<file path="src/rtl/core/htk_pkg.sv">
// Shared types, constants and helpers for the HTTP request tokenizer.
`default_nettype none

package htk_pkg;

    typedef enum logic [8:0] {
        PH_METHOD  = 9'b0_0000_0001,
        PH_PATH    = 9'b0_0000_0010,
        PH_QNAME   = 9'b0_0000_0100,
        PH_QVALUE  = 9'b0_0000_1000,
        PH_VERSION = 9'b0_0001_0000,
        PH_LINE    = 9'b0_0010_0000,
        PH_HNAME   = 9'b0_0100_0000,
        PH_HVALUE  = 9'b0_1000_0000,
        PH_BODY    = 9'b1_0000_0000
    } phase_t;

    localparam logic [2:0] KIND_METHOD  = 3'd0;
    localparam logic [2:0] KIND_PATH    = 3'd1;
    localparam logic [2:0] KIND_QNAME   = 3'd2;
    localparam logic [2:0] KIND_QVALUE  = 3'd3;
    localparam logic [2:0] KIND_HNAME   = 3'd4;
    localparam logic [2:0] KIND_HVALUE  = 3'd5;
    localparam logic [2:0] KIND_BODY    = 3'd6;
    localparam logic [2:0] KIND_VERSION = 3'd7;

    localparam logic [1:0] ST_OK        = 2'd0;
    localparam logic [1:0] ST_TRUNC     = 2'd1;
    localparam logic [1:0] ST_BAD_VER   = 2'd2;
    localparam logic [1:0] ST_BAD_QUERY = 2'd3;

    localparam logic [7:0] CH_CR    = 8'h0D;
    localparam logic [7:0] CH_LF    = 8'h0A;
    localparam logic [7:0] CH_SPACE = 8'h20;
    localparam logic [7:0] CH_QMARK = 8'h3F;
    localparam logic [7:0] CH_EQUAL = 8'h3D;
    localparam logic [7:0] CH_AMP   = 8'h26;
    localparam logic [7:0] CH_COLON = 8'h3A;

    localparam logic [3:0] VER_LEN  = 4'd8;

    typedef struct packed {
        phase_t     phase;
        logic [3:0] ver_pos;
        logic       ver_mismatch;
        logic       query_fresh;
        logic [1:0] err;
    } parse_state_t;

    typedef struct packed {
        logic [7:0] out_byte;
        logic       byte_valid;
        logic [2:0] field_kind;
        logic       field_end;
        logic       request_end;
        logic [1:0] status;
    } token_t;

    localparam parse_state_t STATE_RESET = '{
        phase:        PH_METHOD,
        ver_pos:      4'd0,
        ver_mismatch: 1'b0,
        query_fresh:  1'b0,
        err:          ST_OK
    };

    function automatic logic [7:0] version_char(input logic [2:0] pos);
        logic [7:0] ch;
        unique case (pos)
            3'd0:    ch = 8'h48;
            3'd1:    ch = 8'h54;
            3'd2:    ch = 8'h54;
            3'd3:    ch = 8'h50;
            3'd4:    ch = 8'h2F;
            3'd5:    ch = 8'h31;
            3'd6:    ch = 8'h2E;
            default: ch = 8'h31;
        endcase
        return ch;
    endfunction

    function automatic logic [2:0] kind_of_phase(input phase_t ph);
        logic [2:0] k;
        unique case (ph)
            PH_METHOD:  k = KIND_METHOD;
            PH_PATH:    k = KIND_PATH;
            PH_QNAME:   k = KIND_QNAME;
            PH_QVALUE:  k = KIND_QVALUE;
            PH_VERSION: k = KIND_VERSION;
            PH_LINE:    k = KIND_HNAME;
            PH_HNAME:   k = KIND_HNAME;
            PH_HVALUE:  k = KIND_HVALUE;
            default:    k = KIND_BODY;
        endcase
        return k;
    endfunction

endpackage

`default_nettype wire

</file>
<file path="src/rtl/core/htk_step.sv">
// Per-byte phase update and token tagging for the HTTP request tokenizer.
`default_nettype none

module htk_step (
    input  wire  htk_pkg::parse_state_t cur,
    input  wire  logic [7:0]            in_byte,
    input  wire  logic                  last,
    output htk_pkg::parse_state_t       nxt,
    output htk_pkg::token_t             res
);
    import htk_pkg::*;

    parse_state_t s;
    logic         valid;
    logic         fend;

    always_comb
    begin
        s     = cur;
        valid = 1'b0;
        fend  = 1'b0;
        if (cur.phase == PH_BODY)
        begin
            valid = 1'b1;
        end
        else if (in_byte == CH_CR)
        begin
            valid = 1'b0;
        end
        else
        begin
            unique case (cur.phase)
                PH_METHOD:
                begin
                    if (in_byte == CH_SPACE)
                    begin
                        fend    = 1'b1;
                        s.phase = PH_PATH;
                    end
                    else
                        valid = 1'b1;
                end
                PH_PATH:
                begin
                    if (in_byte == CH_SPACE)
                    begin
                        fend    = 1'b1;
                        s.phase = PH_VERSION;
                    end
                    else if (in_byte == CH_QMARK)
                    begin
                        fend          = 1'b1;
                        s.phase       = PH_QNAME;
                        s.query_fresh = 1'b1;
                    end
                    else
                        valid = 1'b1;
                end
                PH_QNAME:
                begin
                    s.query_fresh = 1'b0;
                    if (in_byte == CH_EQUAL)
                    begin
                        fend    = 1'b1;
                        s.phase = PH_QVALUE;
                    end
                    else if (in_byte == CH_SPACE)
                    begin
                        fend    = 1'b1;
                        s.phase = PH_VERSION;
                        if (s.err == ST_OK)
                            s.err = ST_BAD_QUERY;
                    end
                    else
                        valid = 1'b1;
                end
                PH_QVALUE:
                begin
                    if (in_byte == CH_AMP)
                    begin
                        fend          = 1'b1;
                        s.phase       = PH_QNAME;
                        s.query_fresh = 1'b1;
                    end
                    else if (in_byte == CH_SPACE)
                    begin
                        fend    = 1'b1;
                        s.phase = PH_VERSION;
                    end
                    else if (in_byte == CH_LF)
                    begin
                        fend          = 1'b1;
                        s.phase       = PH_QNAME;
                        s.query_fresh = 1'b1;
                        if (s.err == ST_OK)
                            s.err = ST_BAD_QUERY;
                    end
                    else
                        valid = 1'b1;
                end
                PH_VERSION:
                begin
                    if (in_byte == CH_LF)
                    begin
                        fend = 1'b1;
                        if ((cur.ver_pos != VER_LEN || cur.ver_mismatch) && s.err == ST_OK)
                            s.err = ST_BAD_VER;
                        s.ver_pos      = 4'd0;
                        s.ver_mismatch = 1'b0;
                        s.phase        = PH_LINE;
                    end
                    else
                    begin
                        valid = 1'b1;
                        if (cur.ver_pos < VER_LEN)
                        begin
                            if (in_byte != version_char(cur.ver_pos[2:0]))
                                s.ver_mismatch = 1'b1;
                            s.ver_pos = cur.ver_pos + 4'd1;
                        end
                        else
                            s.ver_mismatch = 1'b1;
                    end
                end
                PH_LINE:
                begin
                    if (in_byte == CH_LF)
                        s.phase = PH_BODY;
                    else if (in_byte == CH_COLON)
                    begin
                        fend    = 1'b1;
                        s.phase = PH_HVALUE;
                    end
                    else
                    begin
                        valid   = 1'b1;
                        s.phase = PH_HNAME;
                    end
                end
                PH_HNAME:
                begin
                    if (in_byte == CH_COLON)
                    begin
                        fend    = 1'b1;
                        s.phase = PH_HVALUE;
                    end
                    else
                        valid = 1'b1;
                end
                PH_HVALUE:
                begin
                    if (in_byte == CH_LF)
                    begin
                        fend    = 1'b1;
                        s.phase = PH_LINE;
                    end
                    else
                        valid = 1'b1;
                end
                default:
                begin
                    valid   = 1'b1;
                    s.phase = PH_BODY;
                end
            endcase
        end

        res.out_byte    = in_byte;
        res.byte_valid  = valid;
        res.field_kind  = kind_of_phase(cur.phase);
        res.field_end   = fend;
        res.request_end = last;
        res.status      = s.err;
        if (last && s.err == ST_OK && s.phase != PH_BODY)
            res.status = ST_TRUNC;

        nxt = last ? STATE_RESET : s;
    end

endmodule

`default_nettype wire

</file>
<file path="src/rtl/core/http_request_tokenizer_unit.sv">
// Top level of the HTTP request tokenizer: input register, phase register, result register.
`default_nettype none

// Tags one request byte per clock, while the master side accepts, with its field kind,
// content flag and field end, and carries the latched status (truncation, bad version,
// bad query). A byte is registered in the input register and then, once the master
// side is free, in the result register that drives it. The state returns to its reset
// value after each byte marked with tlast.
module http_request_tokenizer_unit (
    input  wire  logic        clk,
    input  wire  logic        rst_n,
    input  wire  logic        s_tvalid,
    output logic              s_tready,
    input  wire  logic [7:0]  s_tdata,   // [7:0] in_byte
    input  wire  logic        s_tlast,   // last
    output logic              m_tvalid,
    input  wire  logic        m_tready,
    output logic [15:0]       m_tdata,   // [7:0] out_byte, [8] byte_valid, [9] field_end,
                                         // [11:10] status, [15:12] zero
    output logic [2:0]        m_tuser,   // [2:0] field_kind
    output logic              m_tlast    // request_end
);
    import htk_pkg::*;

    logic         in_valid_reg;
    logic         in_valid_next;
    logic [7:0]   in_byte_reg;
    logic         in_last_reg;
    logic         out_valid_reg;
    logic         out_valid_next;
    token_t       res_reg;
    token_t       res_next;
    parse_state_t state_reg;
    parse_state_t state_next;
    logic         advance;
    logic         take;

    assign advance        = in_valid_reg && (!out_valid_reg || m_tready);
    assign s_tready       = !in_valid_reg || advance;
    assign take           = s_tvalid && s_tready;
    assign in_valid_next  = take || (in_valid_reg && !advance);
    assign out_valid_next = advance || (out_valid_reg && !m_tready);

    htk_step u_step (
        .cur     (state_reg),
        .in_byte (in_byte_reg),
        .last    (in_last_reg),
        .nxt     (state_next),
        .res     (res_next)
    );

    always_ff @(posedge clk or negedge rst_n)
    begin
        if (!rst_n)
        begin
            in_valid_reg  <= 1'b0;
            out_valid_reg <= 1'b0;
            state_reg     <= STATE_RESET;
        end
        else
        begin
            in_valid_reg  <= in_valid_next;
            out_valid_reg <= out_valid_next;
            if (advance)
                state_reg <= state_next;
        end
    end

    always_ff @(posedge clk)
    begin
        if (take)
        begin
            in_byte_reg <= s_tdata;
            in_last_reg <= s_tlast;
        end
        if (advance)
            res_reg <= res_next;
    end

    assign m_tvalid = out_valid_reg;
    assign m_tdata  = {4'b0000, res_reg.status, res_reg.field_end, res_reg.byte_valid,
                       res_reg.out_byte};
    assign m_tuser  = res_reg.field_kind;
    assign m_tlast  = res_reg.request_end;

`ifndef ASSERT_OFF
    a_reset_after_last: assert property (@(posedge clk) disable iff (!rst_n)
        advance && in_last_reg |=> state_reg == STATE_RESET)
        else $error("state not cleared after request end");

    a_ver_pos_range: assert property (@(posedge clk) disable iff (!rst_n)
        state_reg.ver_pos <= VER_LEN)
        else $error("version position beyond length");

    a_err_latched: assert property (@(posedge clk) disable iff (!rst_n)
        state_reg.err != ST_OK && !(advance && in_last_reg)
        |=> state_reg.err == $past(state_reg.err))
        else $error("latched error changed");

    a_body_valid: assert property (@(posedge clk) disable iff (!rst_n)
        advance && state_reg.phase == PH_BODY |=> res_reg.byte_valid && !res_reg.field_end)
        else $error("body byte not tagged as content");

    a_hold_idle: assert property (@(posedge clk) disable iff (!rst_n)
        !advance |=> state_reg == $past(state_reg))
        else $error("state moved without a byte");
`endif

endmodule

`default_nettype wire

</file>
<file path="config.mk">
export PLATFORM = sky130hd
export DESIGN_NAME = http_request_tokenizer_unit
export DESIGN_NICKNAME = d
export VERILOG_FILES = /design/src/rtl/core/htk_pkg.sv /design/src/rtl/core/htk_step.sv /design/src/rtl/core/http_request_tokenizer_unit.sv
export SDC_FILE = /design/constraint.sdc
export NUM_CORES = 1
export LEC_CHECK = 0
export BUFFER_PORTS_ARGS = -buffer_cell sky130_fd_sc_hd__clkbuf_2
export CORE_AREA = 10 10 86 88
export DETAILED_ROUTE_END_ITERATION = 16
export DIE_AREA = 0 0 96 98
export MAX_ROUTING_LAYER = met4
export PLACE_DENSITY = 0.63
export RECOVER_POWER = 50
export SLEW_MARGIN = 30
export SYNTH_ARGS = -nofsm -noshare
export SYNTH_HDL_FRONTEND = slang
export SYNTH_SLANG_ARGS = --single-unit
</file>
<file path="constraint.sdc">
create_clock -name clk -period 5.5 [get_ports clk]
set_input_delay 0.55 -clock clk [delete_from_list [all_inputs] [get_ports clk]]
set_output_delay 0.55 -clock clk [all_outputs]
set_load 0.05 [all_outputs]
</file>
After elaboration in Yosys (flattened, before gate mapping) --
Cells that the tools add are included.
Cells by class: add/subtract/negate cells 1, magnitude comparators 1, eq/ne operators 27, multiplexer cells 62, reduce and logical (&&, ||, !) cells 27
Operator list (count):
- $mux 9 | 11
- $pmux 9 s7 | 1
- $mux 17 | 3
- $mux 8 | 6
- $eq 8x6->1 const B | 5
- $pmux 7 s5 | 1
- $mux 1 | 24
- $pmux 3 s7 | 1
- $eq 8x4->1 const B | 2
- $pmux 1 s7 | 2
- $mux 2 | 6
- $mux 5 | 2
- $reduce_and 5->1 | 2
- $eq 9x1->1 const B | 1
- $eq 9x2->1 const B | 1
- $eq 9x3->1 const B | 1
- $eq 9x4->1 const B | 1
- $eq 9x5->1 const B | 1
- $eq 9x6->1 const B | 1
- $eq 9x7->1 const B | 1
- $eq 9x8->1 const B | 1
- $eq 9x9->1 const B | 1
- $ne 9x9->1 const B | 1
- $ne 8x8->1 | 1
- 20 further kinds | 41
Storage, ports and cells: bits in registers 43, input bits 13, output and inout port bits 22, word-level logic and storage cells 132

Logic depth before layout (Yosys ltp) --
Gate-level depths: netlist of the first run.
depth after elaboration 18, mapped depth 10, mapped depth without buffers 9

Modules after synthesis --
Synthesis of the first run repeated with hierarchy kept, for this count alone.
Unflattened totals: cell total of the unflattened synthesis 303, area, all modules 3032.9 µm²
Modules (own cells, without submodules):
- http_request_tokenizer_unit | times used 1, cells an instance 74, area each 1562.7 µm², sequential area each 1227.4 µm²
- htk_step | times used 1, cells an instance 229, area each 1470.2 µm², sequential area each 0.0 µm²

Worst setup path before layout of the first run --
Ideal clock, no wire load.
path kind register to register, from reg in_byte_reg[4], to reg res_reg, in the netlist m_tdata[10] (data pin), setup time 0.265 ns, arrival time 2.124 ns, required time 5.235 ns, setup slack 3.111 ns, stages on the path, launching flop included 8, buffers on the path 0, period minus slack after synthesis 2.389 ns, path through edfxtp_1 > or4_4 > or4_4 > nand2b_1 > a31oi_1 > nor3b_1 > and4b_1 > o31ai_2
On the way: cells in the longest elaborated chain, start to end 10
Ends and longest elaborated chain:
- start: declaration | RTL line http_request_tokenizer_unit.sv:27 | logic [7:0] in_byte_reg;
- start signal: assignment | RTL line http_request_tokenizer_unit.sv:73 | in_byte_reg <= s_tdata;
- $eq 8x4->1
- $mux 3 | RTL line htk_step.sv:90 | else if (in_byte == CH_LF)
- $mux 3 | RTL line htk_step.sv:85 | else if (in_byte == CH_SPACE)
- $mux 2 | RTL line htk_step.sv:79 | if (in_byte == CH_AMP)
- $pmux 2 s3 | RTL line htk_step.sv:32 | unique case (cur.phase)
- $mux 17 * | RTL line htk_step.sv:26 | else if (in_byte == CH_CR)
- $mux 17 * | RTL line htk_step.sv:22 | if (cur.phase == PH_BODY)
- parallel branches: the longest is 3 deep, another holds $ne 9x9->1
- end signal: assignment | RTL line http_request_tokenizer_unit.sv:77 | res_reg <= res_next;
- end: declaration | RTL line http_request_tokenizer_unit.sv:31 | token_t res_reg;
Every way passes the cells marked *. The select of a mux whose other input is x is not followed. A chain may end at the register's enable or synchronous reset.

Worst setup path in the final report of the first run --
from reg in_byte_reg[1], to reg res_reg, in the netlist m_tdata[10] (data pin)
Same word-level chain as after synthesis.

==> results.md, run 1 <==
- Total GRT Usage: 0.153
- Met3 WL post-DR: ~410 um
- Final WL: 6530 um
- Max Freq: around 360 MHz
- Setup Slack @ Placement: about 2.8 ns
- Core area: approximately 5700 um^2
- CP max stage delay: a little over 0.6 ns
- Routed vias: between 2,000 and 2,500
- NumNets Final: between 300 and 400
- IO buf count: 30
- Pwr/cell area: about 330 nW/um^2
- Total grt overflow: 0
- Ranking of synthesized cells by area: edfxtp_1 29%, dfrtp_1 16%, nor2_1 3.1%, nand2_1 3.0%, nor3_1 2.5%
- Antenna fix cells: 0
- Max reg flops: 16
- RSZ-0062 raised after global routing: false
- Placer Congestion: roughly 0.87
- Num ports: 35
- Starting density of the core: 0.457
- Skew-Pair Late Insertion Delay: approximately 0.3 ns
- Gate Count Post-Synth: roughly 270
- Final HPWL DP: 4890 um
- Worst EP arrival: approximately 2.9 ns
- Initial DRC Count: ~200
- Ys Warns: 0
- Met2 WL: roughly 3200 um
- Clock-pin transition on the worst setup and hold timing paths: 0.08 ns
- CTS Sinks: 43
- Largest fanout on the critical path: 12
- Layout overhead on the synthesized area: 8.91%
- First-pass GRT wire length: 11,100 um
- Syn Area/Cell: about 10 um^2
- Die span in y: slightly below 100 um
- Design area: ~2900 um^2
- Clock Skews: 0.00407 ns
- Most common cell after layout, fill and taps aside: edfxtp_1
- Post-CTS setup buffer count: 0
- Initial antenna violation count: 0
- Hold WC Path Type: in -> async
- Placed cell area: ~2800 um^2
- Final worst path period need: ~2.8 ns
- Top FF cell, synth: edfxtp_1
- LEAKAGE: ~0.0011 uW
- Max-slew violations: 0
- Setup crit start kind: register
- CTS tree: done
- Htree depth: 2
- Final period util: 0.501
- Slew HR: 0.347
- Die width: approximately 96 um
- Library cells used by synthesis: 58
- Row cnt: 28
- Outcome: finished clean
- Hold_buf cts: 0
- DR WL/cell: around 18 um
- Register bit count reported by yosys: 43
- Setup_tns: 0 ns
- Final worst slack: approximately 2.7 ns
- Post-synth EDFFs: 25
- CP Cell Sequence: clkinv_1 > or4_1 > or4_1 > a31oi_1 > nor3b_1 > and4b_1 > o31ai_2
- Antenna viol nets, final: 0
- Vias in the first global route: about 2,200
- Slowest CP cell: edfxtp_1
- Routed vias/inst: ~5.9
- Max VDD drop: around 190 uV
- Fin Hold WS: about 0.38 ns
- First-pass DRT Iterations: 4
- Cts repair resizes: 0
- Seq/Total Area, Yosys: 0.458
- Die Area: roughly 9400 um^2
- Worst-Margin Slew: just under 1 ns
- Post-synth top area cell: edfxtp_1
- Most frequent cells in the layout: 25 x edfxtp_1, 23 x clkbuf_2, 22 x nor2_1
- Crit end category: register
- Pin count of the biggest net entering global routing: 21
- Clock Path Buffers: 2
- Root Buffer: clkbuf_8
- Final Hold Viols: 0
- CP Data Required Time: 5.63 ns
- Number of buffers created by CTS: 5
- Ys async rst share: 0.419
- Most used cell, CP: or4_1
- Critical path class: reg -> reg
- Max Cap Viol: 0
- Residual DRC: 0
- Area share of the leading cell type in the synthesized netlist: 0.286
- Cell Area, Synth: ~2600 um^2
- Setup violation total in the final timing report: 0
- Share of cells above drive strength 1: 0.141
- Routed length on met1: 2800 um
- Core Util, Final: 0.498
- Highest metal used: met4
cell usage after synthesis (all sizes together) (3+ instances only):
cell,count
edfxtp,25
nor2,22
nand2,21
dfrtp,17
nor3,13
o21ai,13
buf,11
a21oi,10
inv,10
clkbuf,8
o22ai,8
nand3,7
a211oi,6
nand3b,6
nor4,6
or4,6
and3,5
ha,5
nand2b,5
xnor2,5
a22o,4
a22oi,4
a31oi,4
nor3b,4
nor4b,4
or3,4
xor2,4
mux2i,3
per-layer routing:
| layer | global-route usage | vias to the layer above |
|---|---|---|
| met3 | 0.0314 | 11 |
| met2 | 0.234 | 81 |
| met4 | 0.0613 | 0 |
| met1 | 0.192 | 1027 |
| met5 | - | - |
| li1 | - | 1047 |
cells by family (layout without fill, tap and decap cells):
logic type | after synthesis | in the layout | synth area share
muxes | 3 | 3 | 0.0114
buffers and inverters | 30 | 49 | 0.0529
AOI/OAI and AO/OA | 63 | 63 | 0.166
and+or+nand+nor | 114 | 114 | 0.256
other | 1 | 4 | 0.00143
adders and majority gates | 5 | 5 | 0.0238
DFF | 43 | 43 | 0.458
xor gates and xnor gates | 9 | 9 | 0.0300
per-stage QoR:
step           total power [uW]  std cells
6_report                    938        365
5_1_grt                    1000        365
4_1_cts                     949        365
3_5_place_dp                748        357
3_3_place_gp                746        357
2_1_floorplan               678        271
where the power goes:
group | total (uW) | switching, uW | internal [uW]
Sequential | 423 | 39.3 | 384
Clock | 197 | 108 | 88.8
Combinational | 318 | 207 | 110
Total | 938 | 355 | 583
path summary, 6_finish.rpt:
| path | slack (ns) | end | from | depth (start not counted) |
|---|---|---|---|---|
| min reg2reg | 0.50 | m_tvalid | in_valid_reg | 1 |
| max in group asynchronous | 4.52 | in_valid_reg | rst_n | 1 |
| min | 0.38 | state_reg[11] | rst_n | 1 |
| max reg2reg | 2.74 | m_tdata[10] | in_byte_reg[1] | 7 |
| max | 2.74 | m_tdata[10] | in_byte_reg[1] | 7 |
| min in group clk | 0.42 | in_byte_reg[6] | s_tdata[6] | 1 |
critical path, delay by kind of cell, from the launching register on:
kind | cells | cell delay [ns]
and+or+nand+nor | 4 | 1.37
DFF | 1 | 0.61
AOI/OAI and AO/OA | 2 | 0.37
buffers and inverters | 1 | 0.26
final cells by class:
type	instances	area (um^2)
Fill cell	572	2890
Multi-Input combinational cell	198	1290
Sequential cell	43	1200
Timing Repair Buffer	30	141
Tap cell	75	93.8
Clock buffer	6	72.6
Inverter	11	41.3
Clock inverter	2	12.5
No activity file was read; power rests on OpenSTA's default activity.
==> inputs of run 2 (changes only) <==
--- a/config.mk
+++ b/config.mk
@@ -5,12 +5,13 @@
 export SDC_FILE = /design/constraint.sdc
 export NUM_CORES = 1
 export LEC_CHECK = 0
+export ABC_AREA = 1
 export BUFFER_PORTS_ARGS = -buffer_cell sky130_fd_sc_hd__clkbuf_2
-export CORE_AREA = 10 10 86 88
+export CORE_AREA = 10 10 89 91
 export DETAILED_ROUTE_END_ITERATION = 16
-export DIE_AREA = 0 0 96 98
+export DIE_AREA = 0 0 99 101
 export MAX_ROUTING_LAYER = met4
-export PLACE_DENSITY = 0.63
+export PLACE_DENSITY = 0.65
 export RECOVER_POWER = 50
 export SLEW_MARGIN = 30
 export SYNTH_ARGS = -nofsm -noshare
==> constraint.sdc (replaced) <==
create_clock -name clk -period 2.4 [get_ports clk]
set_input_delay 0.24 -clock clk [delete_from_list [all_inputs] [get_ports clk]]
set_output_delay 0.24 -clock clk [all_outputs]
set_load 0.05 [all_outputs]
==> results.md, run 2 <==
- Worst-Margin Slew: between 1 and 1.5 ns
- Setup violation total in the final timing report: 0
- Cts repair resizes: 0
- DR WL/cell: approximately 15 um
- Final worst slack: about 0.36 ns
- Final HPWL DP: 5390 um
- Library cells used by synthesis: 40
- Clock Skews: 0.00735 ns
- Gate Count Post-Synth: roughly 360
- IO buf count: 30
- Outcome: finished clean
- Number of buffers and inverters on the critical path: 1
- Post-synth top area cell: edfxtp_1
- Num ports: 35
- Ys async rst share: 0.419
- Final worst path period need: 2.04 ns
- Setup Slack @ Placement: 0.382 ns
- Most used cell, CP: nand2_1
- Max Cap Viol: 0
- CP max stage delay: between 0.5 and 0.6 ns
- Setup crit start kind: register
- Root Buffer: clkbuf_8
- Routed vias: 2,436
- Area share of the leading cell type in the synthesized netlist: 0.267
- Slowest CP cell: edfxtp_1
- Total GRT Usage: 0.141
- Cell Area, Synth: 2810 um^2
- Pin count of the biggest net entering global routing: 27
- Htree depth: 2
- Largest fanout on the critical path: 18
- CTS Sinks: 43
- Pwr Total: ~2400 uW
- Core area: a little over 6000 um^2
- Placer Congestion: 1.03
- Critical path class: reg -> reg
- Register bit count reported by yosys: between 40 and 50
- Die span in y: about 100 um
- Slew HR: 0.281
- Starting density of the core: 0.453
- Hold WC Path Type: in -> reg
- CTS tree: done
- NumNets Final: about 410
- CP Data Required Time: 2.46 ns
- Number of buffers created by CTS: 5
- First-pass GRT wire length: between 10,000 and 15,000 um
- Vias in the first global route: around 2,300
- Most common cell in the netlist: nand2_1
- Crit end category: register
- Die Area: about 10000 um^2
- Ys Warns: 0
- Total grt overflow: 0
- Residual DRC: 0
- Most frequent cells in the layout: 85 x nand2_1, 39 x inv_1, 36 x nor2_1
- Most common cell after layout, fill and taps aside: nand2_1
- First-pass DRT Iterations: 4
- Initial antenna violation count: 0
- Share of cells above drive strength 1: 0.211
- Post-synth EDFFs: 25
- CP Cell Sequence: nand2_1 > nor2_2 > nand2_2 > inv_1 > a22oi_1 > nand3_1 > nor2_1 > nand3_1 > nand2_1 > nand2_1
- Antenna fix cells: 0
- Top delay family on crit path: simple AND/OR/NAND/NOR gates
- LEAKAGE: between 0.001 and 0.0015 uW
- Antenna viol nets, final: 0
- Die width: 99 um
- Setup_tns: 0 ns
- Syn Area/Cell: slightly below 8 um^2
- Max Freq: between 400 and 500 MHz
- Max-slew violations: 0
- Ranking of synthesized cells by area: edfxtp_1 27%, dfrtp_1 15%, nand2_1 11%, nand3_1 5.9%, inv_1 5.2%
- Worst EP arrival: about 2.1 ns
- Clock-pin transition on the worst setup and hold timing paths: ~0.090 ns
- Clock Path Buffers: 2
- Max reg flops: 16
- Final Hold Viols: 0
- Final period util: 0.851
- Routed vias/inst: approximately 5.2
- Initial DRC Count: about 150
- RSZ-0062 raised after global routing: false
- Commonest cells post-synth: 85 x nand2_1, 39 x inv_1, 36 x nor2_1, 33 x nand3_1, 25 x edfxtp_1
- Row cnt: 29
- Pwr/cell area: ~770 nW/um^2
- Top FF cell, synth: edfxtp_1
- Layout overhead on the synthesized area: 11.9%
- Max VDD drop: 475 uV
- Seq/Total Area, Yosys: 0.427
- Skew-Pair Late Insertion Delay: around 0.3 ns
- Final WL: slightly below 7000 um
run 2: final timing paths:
check | start | endpoint | slack (ns) | cells past startpoint
max | in_byte_reg[0] | m_tdata[10] | 0.36 | 10
min | s_tdata[4] | in_byte_reg[4] | 0.12 | 1
max reg2reg | in_byte_reg[0] | m_tdata[10] | 0.36 | 10
min reg2reg | in_byte_reg[7] | m_tdata[7] | 0.50 | 0
max in group asynchronous | rst_n | state_reg[3] | 1.10 | 2
min in group asynchronous | rst_n | state_reg[10] | 0.65 | 2
run 2: report_power, final:
part           switching [uW]  internal [uW]
logic                     546            232
registers                74.4            883
clock network             265            415
run 2: stage by stage:
step | hold WS [ns] | cells | cell area, um^2 | util
2_1_floorplan | -0.0556 | 361 | 2820 | -
6_report | 0.116 | 471 | 3150 | 0.507
4_1_cts | 0.112 | 471 | 3170 | 0.510
3_5_place_dp | 0.226 | 462 | 3020 | 0.487
5_1_grt | 0.0957 | 471 | 3150 | 0.507
3_3_place_gp | 0.223 | 462 | 3020 | 0.487
run 2: area by class of cell:
cell class                      instances  area, um^2
Clock buffer                            5        68.8
Timing Repair Buffer                   32         149
Tap cell                               77        96.3
Multi-Input combinational cell        258        1360
Clock inverter                          3        67.6
Sequential cell                        43        1200
Fill cell                             602        3060
Inverter                               53         201
run 2: timing repair:
| action | in CTS | in global routing |
|---|---|---|
| hold buffers | 1 | 0 |
| endpoints found under the hold margin | 17 | 0 |
| buffers inserted | 0 | 0 |
run 2: cell families (layout without fill, tap and decap cells):
family / Yosys count / in the layout / synth area share
compound gates: 45 / 45 / 0.105
xor+xnor: 3 / 3 / 0.00934
other cells: 1 / 4 / 0.00133
buf+inv: 60 / 93 / 0.0925
flops: 43 / 43 / 0.427
simple gates: 201 / 201 / 0.342
fa+ha+maj: 5 / 5 / 0.0222
run 2: routing by layer:
metal  global-route usage  vias up  share of wire
li1                     -     1233              -
met3               0.0267        8          0.049
met2                0.232       75           0.50
met1                0.168     1120           0.43
met4               0.0452        0          0.012
met5                    -        -              0
==> inputs of run 3 (changes only) <==
--- a/config.mk
+++ b/config.mk
@@ -11,7 +11,7 @@
 export DETAILED_ROUTE_END_ITERATION = 16
 export DIE_AREA = 0 0 99 101
 export MAX_ROUTING_LAYER = met4
-export PLACE_DENSITY = 0.65
+export PLACE_DENSITY = 0.62
 export RECOVER_POWER = 50
 export SLEW_MARGIN = 30
 export SYNTH_ARGS = -nofsm -noshare
==> constraint.sdc (replaced) <==
create_clock -name clk -period 1.9 [get_ports clk]
set_input_delay 0.19 -clock clk [delete_from_list [all_inputs] [get_ports clk]]
set_output_delay 0.19 -clock clk [all_outputs]
set_load 0.05 [all_outputs]
==> results.md, run 3 (synthesized netlist as in run 2, its figures left out) <==
- Setup_tns: -0.0492 ns
- Routed vias: around 2,600
- Grt met2 use: 0.260
- Crit end category: register
- Most used cell, CP: nand2_1
- CTS tree: done
- Pin count of the biggest net entering global routing: 19
- Core area: slightly above 6000 um^2
- Layout overhead on the synthesized area: 30.4%
- Clock Path Buffers: 2
- Max VDD drop: approximately 570 uV
- Largest fanout on the critical path: 8
- Sequential standard cell area: approximately 1200 um^2
- GR Layer Usage met1: 0.169
- Area of the multi-input gates: 1470 um^2
- CP Data Required Time: just under 2 ns
- Starting density of the core: 0.453
- Root Buffer: clkbuf_8
- Initial DRC Count: 129
- R2r setup slk: -0.05 ns
- CTS Sinks: 43
- # fillers: 551
- Hold WC Path Type: in -> reg
- GR peak layer: met2
- Worst-Margin Slew: approximately 1.1 ns
- RSZ-0062 raised after global routing: true
- Die span in y: between 100 and 150 um
- Clock Skews: ~0.013 ns
- DR WL/cell: approximately 14 um
- Row cnt: 29
- Htree depth: 2
- Die width: approximately 100 um
- Antenna viol nets, final: 0
- Slew HR: 0.256
- Hold wc startpoint: s_tdata[4]
- CP Cell Sequence: inv_1 > nand2_1 > nor2_4 > nand2_4 > inv_6 > nor2_1 > nand2_1 > nand3_2 > nand2_1 > nand3_1 > nor2_1 > nand3_1 > nand2_1 > nand2_1
- Met3 GRT Util: 0.0267
- Reg2reg path depth: 14
- Share of cells above drive strength 1: 0.396
- Residual DRC: 0
- R2r endpoint: m_tdata[10]
- Setup violation total in the final timing report: 1
- Final Hold Viols: 0
- Slowest CP cell: edfxtp_1
- Max-slew violations: 0
- Worst Hold Path Cells: 1
- Total GRT Usage: 0.149
- Worst EP arrival: about 2.0 ns
- Vias in the first global route: between 2,000 and 3,000
- Violated checks: negative setup slack
- Placed cell area: 3340 um^2
- Final HPWL DP: 5510 um
- Skew-Pair Late Insertion Delay: slightly above 0.3 ns
- Antenna fix cells: 0
- Number of buffers and inverters on the critical path: 2
- CP max stage delay: 0.48 ns
- IO buf count: 30
- First-pass DRT Iterations: 4
- Setup crit start kind: register
- Final period util: 1.03
- Final worst slack: -0.0492 ns
- Critical path class: reg -> reg
- Num ports: 35
- Core Util, Final: 0.591
- Total grt overflow: 0
- First-pass GRT wire length: 11,900 um
- Design area: approximately 3700 um^2
- Initial antenna violation count: 0
- Max Cap Viol: 0
- Most frequent cells in the layout: 80 x nand2_1, 55 x buf_4, 35 x inv_1
- Clock-pin transition on the worst setup and hold timing paths: roughly 0.10 ns
- Top delay family on crit path: simple AND/OR/NAND/NOR gates
- Outcome: finished, violations left
- NumNets Final: about 470
- RR Startpoint: in_byte_reg[0]
- Most common cell after layout, fill and taps aside: nand2_1
- Max reg flops: 16
- Final WL: 7240 um
- Routed vias/inst: approximately 5
- LEAKAGE: around 0.0018 uW
- Hold path endpoint: in_byte_reg[4]
- Max Freq: 513 MHz
- Pwr/cell area: roughly 830 nW/um^2
- Placer Congestion: ~0.90
- Number of buffers created by CTS: 5
- Die Area: about 10000 um^2
- Final worst path period need: 1.95 ns
-- run 3: timing repair --
action,in CTS,in global routing
endpoints found under the setup margin,1,10
pin swaps,3,10
hold buffers,1,0
endpoints found under the hold margin,17,0
resized for setup,12,30
buffers inserted,7,6
-- run 3: worst register-to-register path, delay by kind of cell, from the launching register on --
| family | cells | cell delay [ns] |
|---|---|---|
| flip-flops | 1 | 0.48 |
| buffers and inverters | 2 | 0.24 |
| AND/OR/NAND/NOR | 12 | 1.00 |
-- run 3: worst max-delay path by stage --
stage | start | end | slack (ns) | cells past startpoint
floorplan | m_tvalid | in_byte_reg[0] | 0.13 | 3
global placement | in_byte_reg[3] | m_tdata[10] | -0.04 | 14
detailed placement | in_byte_reg[4] | m_tdata[10] | -0.06 | 14
CTS | state_reg[8] | m_tdata[10] | 0.0008 | 14
global route | in_byte_reg[2] | m_tdata[10] | -0.20 | 13
finish | in_byte_reg[0] | m_tdata[10] | -0.05 | 14
-- run 3: cell type report --
cell class | count | area share
sequential | 43 | 0.329
inverter | 53 | 0.0563
clock buffer | 5 | 0.0188
clock inverter | 3 | 0.00716
multi-input combinational | 258 | 0.402
timing repair buffer | 88 | 0.161
tap | 77 | 0.0263
-- run 3: metrics by stage --
stage               total power (uW)  hold slack (ns)  cells  worst slack [ns]
floorplan                       2020           -0.106    361             0.125
global placement                2330            0.185    505           -0.0388
detailed placement              2350            0.187    505           -0.0635
CTS                             3010           0.0368    521          0.000843
global route                    3260           0.0367    527            -0.204
finish                          3060           0.0466    527           -0.0492
-- run 3: power breakdown --
group          switching, uW  leakage (uW)  internal (uW)
registers               84.3      0.000471           1120
clock network            364     0.0000491            271
logic                    780       0.00128            441
-- run 3: routing by layer --
layer | routed length (um) | vias to the layer above
met5 | 0 | -
met4 | 142 | 0
met3 | 258 | 10
met2 | 3750 | 56
met1 | 3080 | 1235
li1 | - | 1347
